## src/hdl/pres_pkg.sv

```systemverilog
// Shared types, codes and round functions of the PRESENT encryption pipeline.
package pres_pkg;

	// Configuration register indexes.
	typedef enum logic [1:0] {
		CFG_KEY_SIZE_MODE = 2'd0,
		CFG_KEY_UPPER     = 2'd1,
		CFG_KEY_LOWER     = 2'd2
	} cfg_index_t;

	localparam int unsigned NumRounds = 31;

	// Data and key state that travels down the pipeline with each block.
	typedef struct packed {
		logic [63:0] state;
		logic [63:0] key_hi;
		logic [63:0] key_lo;
		logic        wide;
	} pres_stage_t;

	function automatic logic [3:0] sbox4(input logic [3:0] x);
		logic [3:0] y;
		case (x)
			4'h0: y = 4'hC;
			4'h1: y = 4'h5;
			4'h2: y = 4'h6;
			4'h3: y = 4'hB;
			4'h4: y = 4'h9;
			4'h5: y = 4'h0;
			4'h6: y = 4'hA;
			4'h7: y = 4'hD;
			4'h8: y = 4'h3;
			4'h9: y = 4'hE;
			4'hA: y = 4'hF;
			4'hB: y = 4'h8;
			4'hC: y = 4'h4;
			4'hD: y = 4'h7;
			4'hE: y = 4'h1;
			4'hF: y = 4'h2;
			default: y = 4'h0;
		endcase
		return y;
	endfunction

	function automatic logic [63:0] sub_layer(input logic [63:0] s);
		logic [63:0] r;
		for (int n = 0; n < 16; n++) begin
			r[4*n +: 4] = sbox4(s[4*n +: 4]);
		end
		return r;
	endfunction

	// Bit i moves to 16*i mod 63; bit 63 stays in place.
	function automatic logic [63:0] perm_layer(input logic [63:0] s);
		logic [63:0] r;
		for (int i = 0; i < 63; i++) begin
			r[(i * 16) % 63] = s[i];
		end
		r[63] = s[63];
		return r;
	endfunction

	// 80-bit schedule: key_hi holds bits 79..16, key_lo[15:0] bits 15..0.
	function automatic logic [127:0] key80_step(input logic [63:0] h, input logic [15:0] l,
			input logic [4:0] rc);
		logic [63:0] nh;
		logic [15:0] nl;
		nh = {h[2:0], l, h[63:19]};
		nl = h[18:3];
		nh[63:60] = sbox4(nh[63:60]);
		nh[3:0] = nh[3:0] ^ rc[4:1];
		nl[15] = nl[15] ^ rc[0];
		return {nh, 48'd0, nl};
	endfunction

	// 128-bit schedule: key_hi holds bits 127..64, key_lo bits 63..0.
	function automatic logic [127:0] key128_step(input logic [63:0] h, input logic [63:0] l,
			input logic [4:0] rc);
		logic [63:0] nh;
		logic [63:0] nl;
		nh = {h[2:0], l[63:3]};
		nl = {l[2:0], h[63:3]};
		nh[63:60] = sbox4(nh[63:60]);
		nh[59:56] = sbox4(nh[59:56]);
		nh[2:0] = nh[2:0] ^ rc[4:2];
		nl[63:62] = nl[63:62] ^ rc[1:0];
		return {nh, nl};
	endfunction

endpackage

```

## src/hdl/pres_round.sv

```systemverilog
// One registered PRESENT round: key mixing, S-box layer, permutation and key update.
module pres_round import pres_pkg::*; (
	input  logic        clk,
	input  logic        arst_n,
	input  logic        in_valid,
	input  pres_stage_t in_stage,
	input  logic [4:0]  rc,
	output logic        out_valid,
	output pres_stage_t out_stage
);

	logic        valid_s1;
	pres_stage_t stage_s1;
	pres_stage_t next_stage;
	logic [127:0] key_next;

	always_comb begin
		next_stage.state = perm_layer(sub_layer(in_stage.state ^ in_stage.key_hi));
		if (in_stage.wide) begin
			key_next = key128_step(in_stage.key_hi, in_stage.key_lo, rc);
		end else begin
			key_next = key80_step(in_stage.key_hi, in_stage.key_lo[15:0], rc);
		end
		next_stage.key_hi = key_next[127:64];
		next_stage.key_lo = key_next[63:0];
		next_stage.wide   = in_stage.wide;
	end

	always_ff @(posedge clk or negedge arst_n) begin
		if (!arst_n) begin
			valid_s1 <= 1'b0;
		end else begin
			valid_s1 <= in_valid;
		end
	end

	// Payload flows every cycle; only the valid bit needs reset.
	always_ff @(posedge clk) begin
		stage_s1 <= next_stage;
	end

	assign out_valid = valid_s1;
	assign out_stage = stage_s1;

endmodule

```

## config.mk

```make
export PLATFORM = sky130hd
export DESIGN_NAME = pres_round
export DESIGN_NICKNAME = d
export VERILOG_FILES = /design/src/hdl/pres_pkg.sv /design/src/hdl/pres_round.sv
export SDC_FILE = /design/constraint.sdc
export NUM_CORES = 1
export LEC_CHECK = 0
export BUFFER_PORTS_ARGS = -buffer_cell sky130_fd_sc_hd__buf_4
export CORE_AREA = 4 4 151 153
export CTS_BUF_LIST = sky130_fd_sc_hd__clkbuf_16
export CTS_CLUSTER_DIAMETER = 50
export CTS_CLUSTER_SIZE = 25
export DETAILED_ROUTE_END_ITERATION = 16
export DIE_AREA = 0 0 155 157
export PLACE_DENSITY = 0.73
export SETUP_SLACK_MARGIN = 0.2
export SLEW_MARGIN = 20
export SYNTH_ARGS = -nofsm -noshare
export SYNTH_HDL_FRONTEND = slang
export SYNTH_SLANG_ARGS = --single-unit
```

## constraint.sdc

```tcl
create_clock -name clk -period 0.8 [get_ports clk]
set_input_delay 0.12 -clock clk [delete_from_list [all_inputs] [get_ports clk]]
set_output_delay 0.12 -clock clk [all_outputs]
set_load 0.05 [all_outputs]
```

==> impl_metrics.ini, run 1 <==
[routing]
vias = 8137
drt_iter0_drc = 257
detail-route-antenna-nets = 0
wl_per_cell_um = 22.59
totalWireLength_um = 37030
first_pass_iters = 4
vias_per_cell = 4.965
drc = 0

[global_routing]
use_met2 = 0.5250
grt_pass1_wl_um = 50460
use_met1 = 0.2805
overflow = 0
antenna_found_initial = 0
use_met3 = 0.06159
grt_max_degree = 27
grt_busiest_layer = met2
grt_pass1_vias = 8850
grt_usage = 0.2688

[critical_path]
start_kind = register
slowest_stage = dfrtp_2
critPathArrivalTime_ns = 1.00
path_class = register to output port
cp.required_ns = 0.68
cp_cell_sequence = buf_6
cp-end-kind = output port
worst-path-buf-inv = 1
slowest_delay_ns = 0.41
crit_family = flip-flops
crit_path_max_fanout = 1

[logic_synthesis]
avgSynthCellArea_um2 = 12.00
synth-simple-area-share = 0.06609
syn-num-nets = 982
synthAdderAreaFrac = 0.09150
synth_cells = 718
ys_types = 40
synth_compound_area_frac = 0.04691
ys_warn_count = 0
ys_seq_area_frac = 0.4514
ys_ff_latch = 194
syn_area_um2 = 8615
synth_mux_area_frac = 0.1898
synth_top_family_by_area = multiplexers
synthXorXnorAreaFrac = 0.1179

[sta]
drv_slew = 0
period_share = 1.395
setup_viol = 236
rsz0062_at_grt = yes
tightest_slew_ns = 0.4021
relSlewSlack = 0.7300
hold_viol_final = 67
period_needed_ns = 1.116
fmax_mhz = 896.2
fin_ws_ns = -0.3159
fin_hold_ws_ns = -0.09296

[flow_run]
maxCapViolCount = 0

[outcome]
violations = hold timing, setup timing
status = finished, violations left

[die]
initial_core_util = 0.3997
die_h_um = 157
die_w_um = 155
num_rows = 54
die_area_um2 = 24340
ios = 395
core_area_um2 = 21550

[final_layout]
fin_util = 0.8720
antenna_cells = 0
postLayoutCellArea_um2 = 18790
final_nets = 1610
synthToLayoutAreaGrowth_pct = 118.2
drive_gt1_frac = 0.8352

[clock_network]
cts_root_buf = clkbuf_16
cts_max_level = 4
path_clk_slew_ns = 0.09
numCtsBuffers = 17
cts_tree = built
clock-sinks = 194
cts_buffer_depth = 2
ctsHoldBuffers = 19

[power]
p_leak_nw = 8.425
peakVddDrop_v = 0.001384
total_power_mw = 38.06
power_density_nw_per_um2 = 2025

[hold_path]
min_path_type = input pin to register

[placement]
routabilityCongestion = 0.8658
dp_hpwl_um = 22030
numPortBuffers = 394
place_area_um2 = 14800
dp_slack_ns = -0.6853
## final timing paths
| check | from | to | slack (ns) | cells after the start |
|---|---|---|---|---|
| max in group asynchronous | arst_n | out_valid | 0.72 | 2 |
| max | out_valid | out_valid | -0.32 | 1 |
| min | in_stage[57] | out_stage[118] | -0.09 | 2 |
| min in group asynchronous | arst_n | out_valid | -0.01 | 2 |
## logic make-up (layout without fill, tap and decap cells)
family | count (synthesis) | count (layout)
AOI/OAI and AO/OA | 52 | 52
xor gates and xnor gates | 98 | 98
adders and majority gates | 63 | 63
buffers and inverters | 80 | 721
DFF | 194 | 194
muxes | 124 | 124
and+or+nand+nor | 107 | 107
## cell usage after synthesis, drive strengths merged
cell,instances,area share
a31oi,2,0.0015
inv,65,0.028
nand3,8,0.0046
o221a,8,0.010
a21oi,4,0.0023
o32ai,5,0.0051
a32oi,1,0.0010
mux2,72,0.098
xnor2,52,0.061
a221oi,7,0.0071
clkbuf,4,0.0017
dfrtp,1,0.0029
mux2i,31,0.036
nor2,16,0.0070
ha,63,0.092
or2,3,0.0022
o2bb2ai,1,0.0010
nor3,12,0.0070
nand2,15,0.0065
o31ai,1,0.00087
and3,1,0.00073
buf,11,0.0062
o21ai,11,0.0064
and2,49,0.036
a211o,2,0.0020
a311oi,1,0.0010
mux4,21,0.056
nand2b,2,0.0015
dfxtp,193,0.45
a32o,1,0.0012
o211ai,8,0.0070
nor2b,1,0.00073
xor2,46,0.057
## through the flow
| stage | TNS [ns] | instances |
|---|---|---|
| final | -49.86 | 1639 |
| after global placement | -52.49 | 1542 |
| after detailed placement | -54.31 | 1542 |
| after floorplan | -20.01 | 718 |
| after CTS | -50.30 | 1618 |
| after global routing | -56.16 | 1639 |
## cell usage in the layout, fill, tap and decap left out, types with 5 or more instances in the layout
cell,count
and2_1,45
nand2_1,15
ha_1,17
nor3_4,5
xnor2_1,14
a221oi_2,6
nor2_4,5
dfxtp_2,192
buf_12,18
inv_2,23
nor3_2,5
o32ai_2,5
clkbuf_16,19
mux2_4,71
inv_1,33
dlygate4sd3_1,16
buf_8,212
o21ai_1,11
xor2_2,8
buf_6,99
o211ai_1,8
inv_4,5
buf_4,272
mux4_2,21
nor2_1,9
mux2i_1,26
xor2_4,25
o221a_2,5
xnor2_2,17
ha_4,42
xor2_1,13
xnor2_4,21
## timing repair
| item | in CTS | in global routing |
|---|---|---|
| pin swaps | 60 | 46 |
| gates resized for setup | 540 | 144 |
| buffers inserted | 21 | 21 |
| setup endpoints to repair | 305 | 327 |
| cloned | 4 | 2 |
| hold endpoints to repair | 91 | 66 |
## per-layer routing
metal  up-vias  wire (µm)
met5         -          0
li1       3691          -
met1      3996      12510
met4         0       1569
met3        93       2298
met2       357      20650
## report_power, final
| part | internal (mW) | switching, mW | total, mW | leakage, nW |
|---|---|---|---|---|
| logic | 8.58 | 8.97 | 17.5 | 6.50 |
| registers | 11.2 | 0.880 | 12.1 | 1.65 |
| clock network | 4.14 | 4.31 | 8.45 | 0.275 |
| total | 23.9 | 14.2 | 38.1 | 8.42 |
## cell type report
class | instances | area (µm²)
clock buffer | 17 | 425.4
clock inverter | 15 | 142.6
fill | 813 | 2759
inverter | 65 | 305.3
multi-input combinational | 444 | 6419
sequential | 194 | 4134
tap | 280 | 350.3
timing repair buffer | 624 | 7018
## sequential cells by signal, indices dropped and copies added, names as in the netlist
name	cells
out_stage	193
out_valid	1
No activity file was read; power rests on OpenSTA's default activity.
==> inputs of run 2 (changes only) <==
==> constraint.sdc (replaced) <==
create_clock -name clk -period 0.8 [get_ports clk]
set_input_delay 0.12 -clock clk [delete_from_list [all_inputs] [get_ports clk]]
set_output_delay 0.12 -clock clk [all_outputs]
set_load 0.01 [all_outputs]
==> run 2 against run 1 <==
Net effect: the flow still finishes with violations (hold timing, setup timing); die area unchanged; via count shrank 1.3%; worst hold slack worse by 0.0036 ns; critical path type unchanged; largest power group unchanged; setup slack gained 0.068 ns; sequential cell count did not move.
==> impl_metrics.ini, run 2 (synthesis gave the netlist of run 1 again) <==
[final_layout]
fin_util = 0.8412
antenna_cells = 0
final_common_cell = buf_6
n_fill_cell = 959
layout_common_cells = buf_6 (273), buf_4 (269), dfxtp_2 (191)
final_nets = 1610
drive_gt1_frac = 0.8308
largest_reg_flops = 193
synthToLayoutAreaGrowth_pct = 110.5

[power]
peakVddDrop_v = 0.001404
total_power_mw = 33.00
p_sw_frac = 0.3074
p_leak_nw = 8.170
power_frac_seq = 0.358
switchingPower_mw = 10.15
p_comb_frac = 0.387
power_density_nw_per_um2 = 1820
internal_power_mw = 22.86
clkPwrFrac = 0.255

[hold_path]
min_path_type = input pin to register
hold_depth = 2

[clock_network]
ctsHoldBuffers = 20
cts_buffer_depth = 2
cts_tree = built
numCtsBuffers = 17
path_clk_slew_ns = 0.08
cts_max_level = 4
cts_root_buf = clkbuf_16
clock-sinks = 194

[placement]
dp_slack_ns = -0.6648
numPortBuffers = 394
dp_hpwl_um = 21230
routabilityCongestion = 0.8468

[sta]
setup_viol = 233
fmax_mhz = 954.1
fin_ws_ns = -0.2481
period_share = 1.310
fin_tns_setup_ns = -40.57
drv_slew = 0
rsz0062_at_grt = yes
relSlewSlack = 0.7106
tightest_slew_ns = 0.4309
fin_hold_ws_ns = -0.09654
hold_viol_final = 64
period_needed_ns = 1.048

[critical_path]
cp-end-kind = output port
cp_cell_sequence = buf_6
cp.required_ns = 0.68
path_class = register to output port
crit_cells = 1
worst-path-buf-inv = 1
crit_family = flip-flops
critPathArrivalTime_ns = 0.93
start_kind = register
slowest_stage = dfrtp_1
crit_path_max_fanout = 1
slowest_delay_ns = 0.38

[routing]
detail-route-antenna-nets = 0
wl_per_cell_um = 21.78
first_pass_iters = 4
vias = 8032
drt_iter0_drc = 286
vias_per_cell = 4.901
totalWireLength_um = 35700
drc = 0

[outcome]
status = finished, violations left
violations = hold timing, setup timing

[die]
initial_core_util = 0.3997
core_area_um2 = 21550
ios = 395
num_rows = 54
die_w_um = 155
die_area_um2 = 24340
die_h_um = 157

[flow_run]
maxCapViolCount = 0

[global_routing]
grt_pass1_vias = 8730
antenna_found_initial = 0
overflow = 0
grt_max_degree = 25
grt_pass1_wl_um = 48790
grt_usage = 0.2583
==> run 2: changes by cell type in the layout (fill, tap and decap cells not counted), moves of 3 or more <==
cell        change
buf_6         +174
buf_8         -166
buf_12          -4
clkinvlp_4      +4
xnor2_4         +4
buf_4           -3
ha_1            +3
inv_2           +3
inv_4           -3
==> run 2: what timing repair did <==
action,CTS,global route
buffers inserted,20,19
hold endpoints to repair,88,64
setup endpoints to repair,315,298
gates cloned,2,1
pin swaps,76,70
resized for setup,537,171
==> run 2: through the flow <==
stage | instance area, µm² | std cells
6_report | 18130 | 1639
5_1_grt | 18130 | 1639
4_1_cts | 17420 | 1621
3_5_place_dp | 14580 | 1547
3_3_place_gp | 14580 | 1547
2_1_floorplan | 10150 | 718
==> run 2: area by class of cell <==
| type | instances | area, µm² | area share |
|---|---|---|---|
| timing repair buffer | 624 | 6355 | 0.3505 |
| clock inverter | 15 | 130.1 | 0.007177 |
| multi-input combinational | 444 | 6440 | 0.3552 |
| tap | 280 | 350.3 | 0.01932 |
| sequential | 194 | 4128 | 0.2277 |
| clock buffer | 17 | 425.4 | 0.02346 |
| inverter | 65 | 302.8 | 0.01670 |
==> run 2: power by group through the flow <==
stage	Sequential (mW)	Combinational (mW)	Clock [mW]
global route	11.9	13.5	8.84
floorplan	12.1	3.90	0
detailed placement	11.5	9.59	0
global placement	11.5	9.39	0
CTS	11.7	11.6	8.42
finish	11.8	12.8	8.42
==> run 2: path summary, 6_finish.rpt <==
kind	startpoint	to	slack [ns]
min	in_stage[59]	out_stage[120]	-0.1
max	out_valid	out_valid	-0.25
min in group asynchronous	arst_n	out_valid	0.02
max in group asynchronous	arst_n	out_valid	0.70
==> run 2: layer usage <==
layer	up-vias	GRT usage	share of wire
li1	3684	-	-
met1	3926	0.2685	0.34
met2	342	0.5055	0.55
met3	80	0.06929	0.070
met4	0	0.07569	0.033
met5	-	0	0
